### config.mk
export PLATFORM = sky130hd
export DESIGN_NAME = integer_haar_lifting_transform_unit_flat
export DESIGN_NICKNAME = d
export VERILOG_FILES = /design/src/sv/ihl_pkg.sv /design/src/sv/ihl_in_if.sv /design/src/sv/ihl_out_if.sv /design/src/sv/integer_haar_lifting_transform_unit.sv /design/src/sv/ihl_alu.sv /design/src/sv/ihl_dp.sv /design/src/sv/ihl_seq.sv /design/src/flat_wrapper.sv
export SDC_FILE = /design/constraint.sdc
export NUM_CORES = 2
export LEC_CHECK = 0
export BUFFER_PORTS_ARGS = -buffer_cell sky130_fd_sc_hd__buf_4
export CORE_ASPECT_RATIO = 0.9
export CORE_UTILIZATION = 30
export DETAILED_ROUTE_END_ITERATION = 16
export GPL_TIMING_DRIVEN = 0
export HOLD_SLACK_MARGIN = 0.15
export PLACE_DENSITY_LB_ADDON = 0.15
export RECOVER_POWER = 25
export SYNTH_ARGS = -nofsm -noshare
export SYNTH_HDL_FRONTEND = slang
export SYNTH_SLANG_ARGS = --single-unit
### constraint.sdc
create_clock -name clk -period 9.1 [get_ports clk]
set_clock_uncertainty 0.2 [all_clocks]
set_input_delay 0.455 -clock clk [delete_from_list [all_inputs] [get_ports clk]]
set_output_delay 0.455 -clock clk [all_outputs]
set_load 0.005 [all_outputs]
### src/sv/ihl_pkg.sv
// Integer Haar lifting unit: shared types and constants.
// Sequencer states, shared-unit operation codes, control bundle, register map.
// No dependencies.
package ihl_pkg;

  typedef enum logic [3:0] {
    ST_IDLE,
    ST_CP_RD,
    ST_CP_WR,
    ST_F_RDA,
    ST_F_RDB,
    ST_F_SUM,
    ST_F_DET,
    ST_F_RT_RD,
    ST_F_RT_WR,
    ST_I_RD0,
    ST_I_WR0,
    ST_I_RDS,
    ST_I_B,
    ST_I_A,
    ST_EM_RD,
    ST_EM_LD
  } state_t;

  typedef enum logic [2:0] {
    OP_BLK_SUB_DC,
    OP_SUM,
    OP_DET,
    OP_PASS_W,
    OP_PASS_B,
    OP_INV_B,
    OP_INV_A,
    OP_W_ADD_DC
  } alu_op_t;

  typedef enum logic [1:0] {
    OPA_HOLD,
    OPA_WRD,
    OPA_ALU
  } opa_sel_t;

  typedef enum logic [1:0] {
    OPB_HOLD,
    OPB_WRD,
    OPB_ALU
  } opb_sel_t;

  typedef struct packed {
    logic     w_we;
    logic     b_we;
    logic     b_wr_in;
    alu_op_t  alu_op;
    opa_sel_t opa_sel;
    opb_sel_t opb_sel;
    logic     out_ld;
    logic     out_last;
  } ctl_t;

  localparam logic [1:0] REG_DIRECTION = 2'd0;
  localparam logic [1:0] REG_SIZE_LOG2 = 2'd1;
  localparam logic [1:0] REG_DC_OFFSET = 2'd2;

  localparam logic       DIR_FORWARD   = 1'b0;
  localparam int         LOG2_W        = 3;
  localparam int         DC_W          = 16;
  localparam logic [2:0] MIN_SIZE_LOG2 = 3'd2;
  localparam logic [2:0] RESET_LOG2    = 3'd6;

endpackage

### src/sv/ihl_in_if.sv
// Input stream channel: valid/ready handshake with one value per beat.
// No dependencies.
interface ihl_in_if #(
  parameter int W = 24
);
  logic         valid;
  logic         ready;
  logic [W-1:0] value_in;

  modport source (output valid, output value_in, input ready);
  modport sink   (input valid, input value_in, output ready);
endinterface

### src/sv/ihl_out_if.sv
// Result stream channel: valid/ready handshake, one value and block-end flag per beat.
// No dependencies.
interface ihl_out_if #(
  parameter int W = 24
);
  logic         valid;
  logic         ready;
  logic [W-1:0] value_out;
  logic         last_out;

  modport source (output valid, output value_out, output last_out, input ready);
  modport sink   (input valid, input value_out, input last_out, output ready);
endinterface

### src/sv/integer_haar_lifting_transform_unit.sv
// Block integer Haar lifting unit: one input beat per cycle while filling a block of L values.
// Forward: copies the block less the DC offset to work memory, then sum/detail passes per level, root copy, emit.
// Inverse: copies the root to work memory, then lifting passes per level, emit with the DC offset added back.
// The transform uses the single add/subtract unit and one read port per memory; input is held off meanwhile.
// Synchronous active-high rst clears the sequencer, fill count and result valid, and sets config registers to defaults.
module integer_haar_lifting_transform_unit #(
  parameter int MAX_BLOCK   = 64,
  parameter int VALUE_WIDTH = 24
) (
  input  logic         clk,
  input  logic         rst,
  input  logic         psel,
  input  logic         penable,
  input  logic         pwrite,
  input  logic [3:0]   paddr,
  input  logic [31:0]  pwdata,
  output logic [31:0]  prdata,
  output logic         pready,
  ihl_in_if.sink       samples,
  ihl_out_if.source    results
);

  localparam int AW = $clog2(MAX_BLOCK);
  localparam int CW = AW + 1;

  logic                             direction;
  logic [ihl_pkg::LOG2_W-1:0]       size_log2;
  logic [ihl_pkg::DC_W-1:0]         dc_offset;
  logic                             cfg_wr;
  ihl_pkg::ctl_t                    ctl;
  logic [AW-1:0]                    w_raddr;
  logic [AW-1:0]                    w_waddr;
  logic [AW-1:0]                    b_raddr;
  logic [AW-1:0]                    b_waddr;
  logic                             out_busy;

  assign pready = 1'b1;
  assign cfg_wr = psel && penable && pwrite && pready;

  always_ff @(posedge clk) begin
    if (rst) begin
      direction <= ihl_pkg::DIR_FORWARD;
      size_log2 <= ihl_pkg::RESET_LOG2;
      dc_offset <= '0;
    end else if (cfg_wr) begin
      unique case (paddr[3:2])
        ihl_pkg::REG_DIRECTION: direction <= pwdata[0];
        ihl_pkg::REG_SIZE_LOG2: size_log2 <= pwdata[ihl_pkg::LOG2_W-1:0];
        ihl_pkg::REG_DC_OFFSET: dc_offset <= pwdata[ihl_pkg::DC_W-1:0];
        default: begin
          direction <= direction;
        end
      endcase
    end
  end

  always_comb begin
    unique case (paddr[3:2])
      ihl_pkg::REG_DIRECTION: prdata = {31'd0, direction};
      ihl_pkg::REG_SIZE_LOG2: prdata = {{(32 - ihl_pkg::LOG2_W){1'b0}}, size_log2};
      ihl_pkg::REG_DC_OFFSET: prdata = {{(32 - ihl_pkg::DC_W){1'b0}}, dc_offset};
      default:                prdata = '0;
    endcase
  end

  ihl_seq #(
    .MAX_BLOCK (MAX_BLOCK),
    .AW        (AW),
    .CW        (CW)
  ) u_seq (
    .clk       (clk),
    .rst       (rst),
    .in_valid  (samples.valid),
    .dir       (direction),
    .size_log2 (size_log2),
    .out_busy  (out_busy),
    .in_ready  (samples.ready),
    .ctl       (ctl),
    .w_raddr   (w_raddr),
    .w_waddr   (w_waddr),
    .b_raddr   (b_raddr),
    .b_waddr   (b_waddr)
  );

  ihl_dp #(
    .MAX_BLOCK (MAX_BLOCK),
    .W         (VALUE_WIDTH),
    .AW        (AW)
  ) u_dp (
    .clk       (clk),
    .rst       (rst),
    .ctl       (ctl),
    .w_raddr   (w_raddr),
    .w_waddr   (w_waddr),
    .b_raddr   (b_raddr),
    .b_waddr   (b_waddr),
    .value_in  (samples.value_in),
    .dc        (dc_offset),
    .out_ready (results.ready),
    .out_valid (results.valid),
    .value_out (results.value_out),
    .last_out  (results.last_out),
    .out_busy  (out_busy)
  );

endmodule

### src/sv/ihl_alu.sv
// Shared add/subtract unit with optional arithmetic halving of the first operand.
// No dependencies.
module ihl_alu #(
  parameter int W = 24
) (
  input  logic [W-1:0] x,
  input  logic [W-1:0] y,
  input  logic         half_x,
  input  logic         sub,
  output logic [W-1:0] r
);

  logic [W-1:0] xs;

  always_comb begin
    xs = half_x ? {x[W-1], x[W-1:1]} : x;
    r  = sub ? (xs - y) : (xs + y);
  end

endmodule

### src/sv/ihl_dp.sv
// Datapath: block and work memories, operand registers, shared unit, result register.
// Depends on ihl_pkg and ihl_alu.
module ihl_dp #(
  parameter int MAX_BLOCK = 64,
  parameter int W         = 24,
  parameter int AW        = 6
) (
  input  logic                   clk,
  input  logic                   rst,
  input  ihl_pkg::ctl_t          ctl,
  input  logic [AW-1:0]          w_raddr,
  input  logic [AW-1:0]          w_waddr,
  input  logic [AW-1:0]          b_raddr,
  input  logic [AW-1:0]          b_waddr,
  input  logic [W-1:0]           value_in,
  input  logic [ihl_pkg::DC_W-1:0] dc,
  input  logic                   out_ready,
  output logic                   out_valid,
  output logic [W-1:0]           value_out,
  output logic                   last_out,
  output logic                   out_busy
);

  logic [W-1:0] wmem [MAX_BLOCK];
  logic [W-1:0] bmem [MAX_BLOCK];
  logic [W-1:0] w_rd;
  logic [W-1:0] b_rd;
  logic [W-1:0] opa;
  logic [W-1:0] opb;
  logic [W-1:0] dc_w;
  logic [W-1:0] alu_x;
  logic [W-1:0] alu_y;
  logic         alu_half;
  logic         alu_sub;
  logic [W-1:0] alu_r;
  logic [W-1:0] b_wdata;

  assign dc_w    = {{(W - ihl_pkg::DC_W){dc[ihl_pkg::DC_W-1]}}, dc};
  assign b_wdata = ctl.b_wr_in ? value_in : alu_r;
  assign out_busy = out_valid && !out_ready;

  always_ff @(posedge clk) begin
    if (ctl.w_we) begin
      wmem[w_waddr] <= alu_r;
    end
    w_rd <= wmem[w_raddr];
  end

  always_ff @(posedge clk) begin
    if (ctl.b_we) begin
      bmem[b_waddr] <= b_wdata;
    end
    b_rd <= bmem[b_raddr];
  end

  always_comb begin
    alu_x    = w_rd;
    alu_y    = '0;
    alu_half = 1'b0;
    alu_sub  = 1'b0;
    unique case (ctl.alu_op)
      ihl_pkg::OP_BLK_SUB_DC: begin
        alu_x   = b_rd;
        alu_y   = dc_w;
        alu_sub = 1'b1;
      end
      ihl_pkg::OP_SUM: begin
        alu_x = opa;
        alu_y = w_rd;
      end
      ihl_pkg::OP_DET: begin
        alu_x    = opa;
        alu_y    = opb;
        alu_half = 1'b1;
        alu_sub  = 1'b1;
      end
      ihl_pkg::OP_PASS_W: begin
        alu_x = w_rd;
      end
      ihl_pkg::OP_PASS_B: begin
        alu_x = b_rd;
      end
      ihl_pkg::OP_INV_B: begin
        alu_x    = w_rd;
        alu_y    = b_rd;
        alu_half = 1'b1;
        alu_sub  = 1'b1;
      end
      ihl_pkg::OP_INV_A: begin
        alu_x   = opa;
        alu_y   = opb;
        alu_sub = 1'b1;
      end
      ihl_pkg::OP_W_ADD_DC: begin
        alu_x = w_rd;
        alu_y = dc_w;
      end
      default: begin
        alu_x = w_rd;
      end
    endcase
  end

  ihl_alu #(
    .W(W)
  ) u_alu (
    .x      (alu_x),
    .y      (alu_y),
    .half_x (alu_half),
    .sub    (alu_sub),
    .r      (alu_r)
  );

  always_ff @(posedge clk) begin
    unique case (ctl.opa_sel)
      ihl_pkg::OPA_WRD: opa <= w_rd;
      ihl_pkg::OPA_ALU: opa <= alu_r;
      default:          opa <= opa;
    endcase
    unique case (ctl.opb_sel)
      ihl_pkg::OPB_WRD: opb <= w_rd;
      ihl_pkg::OPB_ALU: opb <= alu_r;
      default:          opb <= opb;
    endcase
  end

  always_ff @(posedge clk) begin
    if (rst) begin
      out_valid <= 1'b0;
    end else if (ctl.out_ld) begin
      out_valid <= 1'b1;
    end else if (out_ready) begin
      out_valid <= 1'b0;
    end
  end

  always_ff @(posedge clk) begin
    if (ctl.out_ld) begin
      value_out <= alu_r;
      last_out  <= ctl.out_last;
    end
  end

endmodule

### src/sv/ihl_seq.sv
// Sequencer: block fill, forward and inverse lifting passes, result emission.
// Depends on ihl_pkg.
module ihl_seq #(
  parameter int MAX_BLOCK = 64,
  parameter int AW        = 6,
  parameter int CW        = 7
) (
  input  logic                       clk,
  input  logic                       rst,
  input  logic                       in_valid,
  input  logic                       dir,
  input  logic [ihl_pkg::LOG2_W-1:0] size_log2,
  input  logic                       out_busy,
  output logic                       in_ready,
  output ihl_pkg::ctl_t              ctl,
  output logic [AW-1:0]              w_raddr,
  output logic [AW-1:0]              w_waddr,
  output logic [AW-1:0]              b_raddr,
  output logic [AW-1:0]              b_waddr
);

  ihl_pkg::state_t state;
  ihl_pkg::state_t state_next;
  logic [CW-1:0] fill;
  logic [CW-1:0] fill_next;
  logic [CW-1:0] idx;
  logic [CW-1:0] idx_next;
  logic [CW-1:0] span;
  logic [CW-1:0] span_next;
  logic [CW-1:0] blen;
  logic [CW-1:0] blen_next;

  logic [ihl_pkg::LOG2_W-1:0] lg;
  logic [7:0]                 len_full;
  logic [CW-1:0]              len_cur;
  logic [CW-1:0]              fill_inc;
  logic [CW-1:0]              span2;
  logic                       accept;

  always_comb begin
    lg       = (size_log2 < ihl_pkg::MIN_SIZE_LOG2) ? ihl_pkg::MIN_SIZE_LOG2 : size_log2;
    len_full = 8'd1 << lg;
    len_cur  = (int'(len_full) > MAX_BLOCK) ? CW'(MAX_BLOCK) : CW'(len_full);
    fill_inc = fill + CW'(1);
    span2    = {span[CW-2:0], 1'b0};
    accept   = in_valid && in_ready;
  end

  always_ff @(posedge clk) begin
    if (rst) begin
      state <= ihl_pkg::ST_IDLE;
      fill  <= '0;
      idx   <= '0;
      span  <= '0;
      blen  <= '0;
    end else begin
      state <= state_next;
      fill  <= fill_next;
      idx   <= idx_next;
      span  <= span_next;
      blen  <= blen_next;
    end
  end

  always_comb begin
    state_next = state;
    fill_next  = fill;
    idx_next   = idx;
    span_next  = span;
    blen_next  = blen;
    unique case (state)
      ihl_pkg::ST_IDLE: begin
        if (accept) begin
          if (fill_inc >= len_cur) begin
            fill_next  = '0;
            blen_next  = len_cur;
            idx_next   = '0;
            state_next = (dir == ihl_pkg::DIR_FORWARD) ? ihl_pkg::ST_CP_RD : ihl_pkg::ST_I_RD0;
          end else begin
            fill_next = fill_inc;
          end
        end
      end
      ihl_pkg::ST_CP_RD: state_next = ihl_pkg::ST_CP_WR;
      ihl_pkg::ST_CP_WR: begin
        if (idx == blen - CW'(1)) begin
          idx_next   = '0;
          span_next  = blen >> 1;
          state_next = ihl_pkg::ST_F_RDA;
        end else begin
          idx_next   = idx + CW'(1);
          state_next = ihl_pkg::ST_CP_RD;
        end
      end
      ihl_pkg::ST_F_RDA: state_next = ihl_pkg::ST_F_RDB;
      ihl_pkg::ST_F_RDB: state_next = ihl_pkg::ST_F_SUM;
      ihl_pkg::ST_F_SUM: state_next = ihl_pkg::ST_F_DET;
      ihl_pkg::ST_F_DET: begin
        if (idx == span - CW'(1)) begin
          idx_next = '0;
          if (span == CW'(1)) begin
            state_next = ihl_pkg::ST_F_RT_RD;
          end else begin
            span_next  = span >> 1;
            state_next = ihl_pkg::ST_F_RDA;
          end
        end else begin
          idx_next   = idx + CW'(1);
          state_next = ihl_pkg::ST_F_RDA;
        end
      end
      ihl_pkg::ST_F_RT_RD: state_next = ihl_pkg::ST_F_RT_WR;
      ihl_pkg::ST_F_RT_WR: begin
        idx_next   = '0;
        state_next = ihl_pkg::ST_EM_RD;
      end
      ihl_pkg::ST_I_RD0: state_next = ihl_pkg::ST_I_WR0;
      ihl_pkg::ST_I_WR0: begin
        span_next  = CW'(1);
        idx_next   = '0;
        state_next = ihl_pkg::ST_I_RDS;
      end
      ihl_pkg::ST_I_RDS: state_next = ihl_pkg::ST_I_B;
      ihl_pkg::ST_I_B:   state_next = ihl_pkg::ST_I_A;
      ihl_pkg::ST_I_A: begin
        if (idx == '0) begin
          if (span2 >= blen) begin
            state_next = ihl_pkg::ST_EM_RD;
          end else begin
            span_next  = span2;
            idx_next   = span2 - CW'(1);
            state_next = ihl_pkg::ST_I_RDS;
          end
        end else begin
          idx_next   = idx - CW'(1);
          state_next = ihl_pkg::ST_I_RDS;
        end
      end
      ihl_pkg::ST_EM_RD: state_next = ihl_pkg::ST_EM_LD;
      ihl_pkg::ST_EM_LD: begin
        if (!out_busy) begin
          if (idx == blen - CW'(1)) begin
            state_next = ihl_pkg::ST_IDLE;
          end else begin
            idx_next   = idx + CW'(1);
            state_next = ihl_pkg::ST_EM_RD;
          end
        end
      end
      default: state_next = ihl_pkg::ST_IDLE;
    endcase
  end

  always_comb begin
    ctl        = '0;
    ctl.alu_op = ihl_pkg::OP_PASS_B;
    in_ready   = 1'b0;
    w_raddr    = '0;
    w_waddr    = '0;
    b_raddr    = '0;
    b_waddr    = '0;
    unique case (state)
      ihl_pkg::ST_IDLE: begin
        in_ready    = 1'b1;
        ctl.b_we    = accept;
        ctl.b_wr_in = 1'b1;
        b_waddr     = fill[AW-1:0];
      end
      ihl_pkg::ST_CP_RD: b_raddr = idx[AW-1:0];
      ihl_pkg::ST_CP_WR: begin
        ctl.alu_op = ihl_pkg::OP_BLK_SUB_DC;
        ctl.w_we   = 1'b1;
        w_waddr    = idx[AW-1:0];
      end
      ihl_pkg::ST_F_RDA: w_raddr = AW'({idx, 1'b0});
      ihl_pkg::ST_F_RDB: begin
        w_raddr     = AW'({idx, 1'b1});
        ctl.opa_sel = ihl_pkg::OPA_WRD;
      end
      ihl_pkg::ST_F_SUM: begin
        ctl.alu_op  = ihl_pkg::OP_SUM;
        ctl.w_we    = 1'b1;
        w_waddr     = idx[AW-1:0];
        ctl.opa_sel = ihl_pkg::OPA_ALU;
        ctl.opb_sel = ihl_pkg::OPB_WRD;
      end
      ihl_pkg::ST_F_DET: begin
        ctl.alu_op = ihl_pkg::OP_DET;
        ctl.b_we   = 1'b1;
        b_waddr    = AW'(span + idx);
      end
      ihl_pkg::ST_F_RT_RD: w_raddr = '0;
      ihl_pkg::ST_F_RT_WR: begin
        ctl.alu_op = ihl_pkg::OP_PASS_W;
        ctl.b_we   = 1'b1;
        b_waddr    = '0;
      end
      ihl_pkg::ST_I_RD0: b_raddr = '0;
      ihl_pkg::ST_I_WR0: begin
        ctl.alu_op = ihl_pkg::OP_PASS_B;
        ctl.w_we   = 1'b1;
        w_waddr    = '0;
      end
      ihl_pkg::ST_I_RDS: begin
        w_raddr = idx[AW-1:0];
        b_raddr = AW'(span + idx);
      end
      ihl_pkg::ST_I_B: begin
        ctl.alu_op  = ihl_pkg::OP_INV_B;
        ctl.w_we    = 1'b1;
        w_waddr     = AW'({idx, 1'b1});
        ctl.opa_sel = ihl_pkg::OPA_WRD;
        ctl.opb_sel = ihl_pkg::OPB_ALU;
      end
      ihl_pkg::ST_I_A: begin
        ctl.alu_op = ihl_pkg::OP_INV_A;
        ctl.w_we   = 1'b1;
        w_waddr    = AW'({idx, 1'b0});
      end
      ihl_pkg::ST_EM_RD: begin
        w_raddr = idx[AW-1:0];
        b_raddr = idx[AW-1:0];
      end
      ihl_pkg::ST_EM_LD: begin
        w_raddr      = idx[AW-1:0];
        b_raddr      = idx[AW-1:0];
        ctl.alu_op   = (dir == ihl_pkg::DIR_FORWARD) ? ihl_pkg::OP_PASS_B
                                                     : ihl_pkg::OP_W_ADD_DC;
        ctl.out_ld   = !out_busy;
        ctl.out_last = (idx == blen - CW'(1));
      end
      default: begin
        in_ready = 1'b0;
      end
    endcase
  end

`ifndef SYNTH
  a_fill_bound: assert property (@(posedge clk) disable iff (rst)
    state == ihl_pkg::ST_IDLE |-> fill < CW'(MAX_BLOCK))
    else $error("fill count past block capacity");

  a_blen_min: assert property (@(posedge clk) disable iff (rst)
    state != ihl_pkg::ST_IDLE |-> blen >= CW'(4))
    else $error("block length below four during transform");

  a_inv_span_pow2: assert property (@(posedge clk) disable iff (rst)
    state == ihl_pkg::ST_I_RDS |-> $onehot(span))
    else $error("inverse level span not a power of two");

  a_pair_in_level: assert property (@(posedge clk) disable iff (rst)
    (state == ihl_pkg::ST_F_DET || state == ihl_pkg::ST_I_A) |-> idx < span)
    else $error("pair index outside current level");

  a_complete_leaves_idle: assert property (@(posedge clk) disable iff (rst)
    (accept && fill_inc >= len_cur) |=> state != ihl_pkg::ST_IDLE && fill == '0)
    else $error("completed block did not start transform");
`endif

endmodule
### src/flat_wrapper.sv
// flat-port wrapper written by rule: the top's interface ports become plain ports
module integer_haar_lifting_transform_unit_flat 
#(
  parameter int MAX_BLOCK   = 64,
  parameter int VALUE_WIDTH = 24
)
  (clk, rst, psel, penable, pwrite, paddr, pwdata, prdata, pready, samples_valid, samples_value_in, samples_ready, results_valid, results_value_out, results_last_out, results_ready);
  ihl_in_if samples_i ();
  ihl_out_if results_i ();
  input  logic clk;
  input  logic rst;
  input  logic psel;
  input  logic penable;
  input  logic pwrite;
  input  logic [3:0] paddr;
  input  logic [31:0] pwdata;
  output logic [31:0] prdata;
  output logic pready;
  input wire logic [$bits(samples_i.valid)-1:0] samples_valid;
  input wire logic [$bits(samples_i.value_in)-1:0] samples_value_in;
  output wire logic [$bits(samples_i.ready)-1:0] samples_ready;
  output wire logic [$bits(results_i.valid)-1:0] results_valid;
  output wire logic [$bits(results_i.value_out)-1:0] results_value_out;
  output wire logic [$bits(results_i.last_out)-1:0] results_last_out;
  input wire logic [$bits(results_i.ready)-1:0] results_ready;
  assign samples_i.valid = samples_valid;
  assign samples_i.value_in = samples_value_in;
  assign samples_ready = samples_i.ready;
  assign results_valid = results_i.valid;
  assign results_value_out = results_i.value_out;
  assign results_last_out = results_i.last_out;
  assign results_i.ready = results_ready;
  integer_haar_lifting_transform_unit #(.MAX_BLOCK(MAX_BLOCK), .VALUE_WIDTH(VALUE_WIDTH)) u_core (.clk(clk), .rst(rst), .psel(psel), .penable(penable), .pwrite(pwrite), .paddr(paddr), .pwdata(pwdata), .prdata(prdata), .pready(pready), .samples(samples_i), .results(results_i));
endmodule
**Word-level counts from Yosys, hierarchy flattened**

Memory sizes are Yosys's and may differ from the RTL's. A register that Yosys moved wholly into a read port is not among the register bits.
Index checks and enable logic that the tools add are counted.

- Register bits: 126
- RAM bits: 3072
- Output and inout bits: 60
- Word-level logic and storage cells: 164
- Memories kept: 2

Memories:

| memory | depth | bits a word | rd ports | clocked after Yosys merged registers in | write ports | RTL line | RTL |
|---|---|---|---|---|---|---|---|
| u_core.u_dp.bmem | 64 | 24 | 1 | 1 | 1 | ihl_dp.sv:25 | `logic [W-1:0] bmem [MAX_BLOCK];` |
| u_core.u_dp.wmem | 64 | 24 | 1 | 1 | 1 | ihl_dp.sv:24 | `logic [W-1:0] wmem [MAX_BLOCK];` |

- $add $sub $neg: 9
- Magnitude comparators: 4
- Eq/ne operators: 41
- Shift-type cells: 1
- Mux-type cells: 57
- Reduce and logical (&&, ||, !) cells: 37

Operators by type and width:

| operator | count |
|---|---|
| $mux 7 | 15 |
| $pmux 24 s2 | 2 |
| $pmux 24 s4 | 1 |
| $pmux 24 s3 | 1 |
| $pmux 4 s16 | 1 |
| $mux 24 | 2 |
| $pmux 16 s3 | 1 |
| $pmux 7 s6 | 1 |
| $pmux 6 s3 | 2 |
| $eq 4x4->1 const B | 8 |
| $mux 4 | 7 |
| $pmux 7 s4 | 1 |
| $sub 7x1->7 const B | 4 |
| $add 24x24->24 | 1 |
| $pmux 6 s2 | 2 |
| $sub 24x24->24 | 1 |
| $mux 23 | 1 |
| $pmux 3 s7 | 1 |
| $ne 2x2->1 const B | 9 |
| $eq 4x3->1 const B | 4 |
| $reduce_or 2->1 | 8 |
| $add 7x1->7 const B | 2 |
| $eq 7x7->1 | 2 |
| $ge 7x7->1 | 2 |
| other kinds (33) | 70 |

**Depth between registers and ports, before layout**

- Word-level depth: 9
- Depth in mapped cells: 22
- Depth with buffers taken out: 19

**Modules after synthesis**

A second synthesis with hierarchy kept.

- Cell total of the unflattened synthesis: 6338
- Area, all modules: 129840.8 um^2

By module, submodules not included:

| module | times used | cells each | area each (um^2) |
|---|---|---|---|
| ihl_dp | 1 | 5459 | 123058.0 |
| ihl_seq | 1 | 470 | 3574.7 |
| ihl_alu | 1 | 281 | 2031.9 |
| integer_haar_lifting_transform_unit | 1 | 128 | 1176.1 |

**Worst setup path before layout**

Ideal clock, no wire load.

- Path kind: register -> register
- Start: reg u_core.u_seq.state[3]
- End: mem u_core.u_dp.bmem[0][22] (data pin)
- Arrival: 6.917 ns
- Data required time: 8.198 ns
- Setup slack: 1.281 ns
- Stages on the path, launching flop included: 19
- Path buffers: 6
- Clock period less this slack: 7.819 ns
- Path through: dfxtp_1 clkbuf_1 buf_2 buf_2 clkbuf_1 buf_2 xnor2_1 nor3_1 clkbuf_1 mux2i_1 fa_1 a21o_1 a21oi_1 o21ai_0 a221oi_1 o2111ai_1 a31oi_1 xor2_1 o21ai_0

- Word-level cells in the longest chain between the ends: 9

Ends and longest elaborated chain:

| what | RTL line | RTL |
|---|---|---|
| start: declaration | ihl_seq.sv:22 | `ihl_pkg::state_t state;` |
| start signal: assignment | ihl_seq.sv:51 | `state <= ihl_pkg::ST_IDLE;` |
| start signal: assignment | ihl_seq.sv:57 | `state <= state_next;` |
| $eq 4x4->1, or another cell as far along | ihl_seq.sv:162 | `unique case (state)` |
| $pmux 3 s7 | ihl_seq.sv:162 |  |
| $eq 3x3->1, or another cell as far along | ihl_dp.sv:61 | `unique case (ctl.alu_op)` |
| $reduce_or 3->1 (no source line) or $reduce_or 2->1 (tied branches) | -- |  |
| $pmux 24 s3 or $mux 1 (tied branches) | ihl_dp.sv:61 |  |
| $mux 23 | ihl_alu.sv:16 | `xs = half_x ? {x[W-1], x[W-1:1]} : x;` |
| $add 24x24->24 or $sub 24x24->24 (tied branches) | ihl_alu.sv:17 | `r = sub ? (xs - y) : (xs + y);` |
| $mux 24 | ihl_alu.sv:17 |  |
| $mux 24 (*) | ihl_dp.sv:39 | `assign b_wdata = ctl.b_wr_in ? value_in : alu_r;` |
| named net u_core.u_dp.b_wdata[22] | ihl_dp.sv:36 | `logic [W-1:0] b_wdata;` |
| end: declaration | ihl_dp.sv:25 |  |

The timed path passes the listed nets; every way through them passes the cells marked *.

**Worst setup path in the final report**

- Start: reg u_core.u_seq.state[3]
- End: mem u_core.u_dp.bmem[54][23] (data pin)

The elaborated chain is that of the path after synthesis.

==> impl_metrics.toml <==
[place]
portBuffers = 91
hpwl_mm = 368
finalWeightedCongestion = 1.01
placed_cell_area_um2 = 146000
dp_slack_ns = 0.146

[sta]
finalHoldViolations = 0
fin_crit_ns = 8.72
drv_slew = 433
setup_viol_count_final = 0
tightest_slew_ns = 3.70
setup_ws_ns = 0.375
rsz0062_at_grt = "no"
min_period_over_period_pct = 95.9
max-slew-margin-rel_pct = -147
final.setup.tns_ns = 0
fmax_mhz = 115

[cts]
cts_tree = "built"
htreeDepth = 5
root_buffer = "clkbuf_16"
insertion_delay_ns = 1.00
clock-sinks = 3246
cts_buffers = 358
cts_buffer_depth = 4
clkTransAtPathRegs_ns = 0.06

[routing]
drt_iter0_markers = 10400
ant_nets = 0
dr.pass1.iters = 9
totalWireLength_mm = 504
vias = 92000
wl_per_cell_um = 29.0
via_per_inst = 5.30
post-route-drc-count = 0

[final_layout]
nNetsFinal = 11300
utilization_pct = 35.8
n_fill_cell = 42900
layout_common_cells = "3145 x edfxtp_1, 3033 x nand2_1, 894 x nand3_1"
stdcell_area_um2 = 158000
layout_commonest_cell = "edfxtp_1"
drive_gt1_share_pct = 8.73
area_delta_synth_final_pct = 18.5

[global_routing]
grt_max_degree = 65
grtUsageTotal_pct = 21.9
grt_pass1_wl_mm = 690
gr-total-overflow = 0
grt_pass1_vias = 87500
antenna_found_initial = 39

[synth]
synth_edf_count = 3145
postSynthCellCount = 10400
ys_top_cells_by_area = "edfxtp_1 71%, nand2_1 8.6%, a311oi_1 3.5%"
syn-cell-area_um2 = 133000
synth_seq_cells = 3246
synth_top_cell_by_area = "edfxtp_1"
async_reset_ff_share_pct = 0
syn_avg_cell_area_um2 = 12.8
synth_top_area_share_pct = 71.0
ys.flop_type = "edfxtp_1"
synth_warnings = 0
ys_types = 75
ys_seq_area_share_pct = 72.6

[floorplan]
rows = 231
die_area_um2 = 446000
core_area_um2 = 440000
die_h_um = 634
die_w_um = 704
io_pins = 127
start_util_pct = 30.2

[setup_path]
worst_setup_path_end_kind = "flip-flop"
critPathLaunchType = "flip-flop"
critPathKind = "reg -> reg"
crit_arrival_ns = 9.18
cp_max_fo = 28
critPathRequiredTime_ns = 9.55
reg2regPathDepth = 21

[outcome]
violations = "max-capacitance violations, max-slew violations"
status = "finished, violations left"

[power_and_ir_drop]
p_per_area_nw_per_um2 = 224
p_leak_uw = 0.0526
worst_ir_drop_vdd_mv = 0.157
p_total_uw = 35400

[run]
drv_cap = 23

[worst_hold_path]
min_path_cells = 4
hp-class = "in -> reg"
## metrics by stage
stage / std cells / hold slack (ns)
6_report: 17400 / 0.272
5_1_grt: 17300 / 0.242
4_1_cts: 17300 / 0.195
3_5_place_dp: 16600 / 0.321
3_3_place_gp: 16300 / 0.319
2_1_floorplan: 10400 / 0.245
## layout make-up
cell class | instances | area (µm²) | share of cell area (%)
clock inverters | 198 | 1810 | 1.15
flip-flops and latches | 3246 | 96500 | 61.2
diodes | 16 | 40.0 | 0.0254
repair buffers | 426 | 5100 | 3.24
inverters | 42 | 164 | 0.104
plain buffers | 773 | 3030 | 1.92
well taps | 5825 | 7290 | 4.62
multi-input cells | 6371 | 34200 | 21.7
clock buffers | 454 | 9510 | 6.03
## critical path, stage by stage (launching register included)
cell and delay (ns):
dfxtp_1 0.47, clkbuf_1 0.47, buf_2 0.36, buf_2 0.29, clkbuf_1 0.48, buf_2 0.35, xnor2_1 0.11, nor3_2 0.49
clkbuf_1 0.63, mux2i_1 0.39, ha_1 0.29, nor2b_1 0.15, o31a_1 0.28, o21ai_0 0.49, a21boi_0 0.33, o2111ai_1 0.33
a21oi_1 0.14, o41ai_1 0.58, xor2_2 0.68, a21oi_4 0.31, buf_12 0.27, buf_12 0.19
## logic make-up after synthesis
family | Yosys count | share of synthesized area (%)
AO/OA/AOI/OAI | 1447 | 8.18
XOR/XNOR | 85 | 0.571
adder cells (fa/ha/maj) | 52 | 0.501
buffers and inverters | 815 | 2.39
flip-flops | 3246 | 72.6
multiplexers | 83 | 0.669
other | 2 | 0.00565
AND/OR/NAND/NOR | 4687 | 15.1
## what timing repair did
| action | in CTS | in global routing |
|---|---|---|
| hold buffers | 93 | 0 |
| resized for setup | 0 | 3 |
| endpoints found under the hold margin | 809 | 0 |
| endpoints found under the setup margin | 0 | 250 |
| buffers inserted | 0 | 0 |
## cells in the mapped netlist (6+ instances only)
| library cell | n |
|---|---|
| nor2b_1 | 19 |
| o21ai_0 | 48 |
| a211o_1 | 27 |
| a222oi_1 | 30 |
| nand2b_1 | 9 |
| nand2_1 | 3046 |
| nand4_1 | 6 |
| inv_1 | 40 |
| and2_1 | 16 |
| mux2i_1 | 36 |
| buf_4 | 17 |
| o21a_1 | 6 |
| nor4_1 | 6 |
| a21oi_1 | 196 |
| a311o_1 | 24 |
| edfxtp_1 | 3145 |
| buf_1 | 56 |
| ha_1 | 50 |
| nor3_1 | 12 |
| a22oi_1 | 26 |
| and3_1 | 386 |
| o22ai_1 | 28 |
| a211oi_1 | 160 |
| a221oi_1 | 34 |
| buf_2 | 41 |
| xor2_1 | 32 |
| a22o_1 | 14 |
| a31oi_1 | 208 |
| nand3b_1 | 35 |
| xnor2_1 | 52 |
| a311oi_1 | 529 |
| nand3_1 | 895 |
| or2_2 | 10 |
| a21o_1 | 66 |
| dfxtp_1 | 101 |
| o21ai_1 | 7 |
| mux2_2 | 47 |
| nor2_1 | 219 |
| clkbuf_1 | 659 |
## path summary, 6_finish.rpt
| path | from | end | slack (ns) |
|---|---|---|---|
| hold / removal | pwdata[2] | u_core.dc_offset[2]$_SDFFE_PP0P_ | 0.27 |
| setup reg to reg | u_core.u_seq.state[3]$_SDFFE_PP0P_ | u_core.u_dp.bmem[54][23]$_DFFE_PP_ | 0.38 |
| setup / recovery | u_core.u_seq.state[3]$_SDFFE_PP0P_ | u_core.u_dp.bmem[54][23]$_DFFE_PP_ | 0.38 |
| hold reg to reg | u_core.u_seq.span[6]$_SDFFE_PP0P_ | u_core.u_seq.span[6]$_SDFFE_PP0P_ | 0.33 |
## metal layers
| layer | track usage (%) | wire, µm | vias up |
|---|---|---|---|
| li1 | - | - | 40600 |
| met1 | 30.0 | 217000 | 47100 |
| met2 | 35.3 | 232000 | 3632 |
| met3 | 3.77 | 36500 | 680 |
| met4 | 6.90 | 17900 | 8 |
| met5 | 0 | 48 | - |
## where the power goes
part | switching [µW] | internal [µW] | leakage (µW)
clock network | 6140 | 8140 | 0.00554
registers | 42.3 | 17500 | 0.0291
logic | 2620 | 902 | 0.0179
total | 8800 | 26600 | 0.0526
## registers in the layout, indices dropped and copies added, names as in the netlist
name / cells
u_core.u_seq.state: 4
u_core.dc_offset: 16
u_core.u_dp.b_rd: 24
u_core.u_dp.wmem: 1536
u_core.size_log2: 3
u_core.u_seq.fill: 7
u_core.u_dp.bmem: 1536
u_core.u_dp.w_rd: 24
u_core.u_dp.out_valid: 1
u_core.u_dp.opb: 24
u_core.u_seq.blen: 7
u_core.u_dp.last_out: 1
u_core.u_dp.value_out: 24
u_core.u_seq.idx: 7
u_core.u_dp.opa: 24
u_core.direction: 1
u_core.u_seq.span: 7
Note: power is estimated with default switching activity, not from simulation.
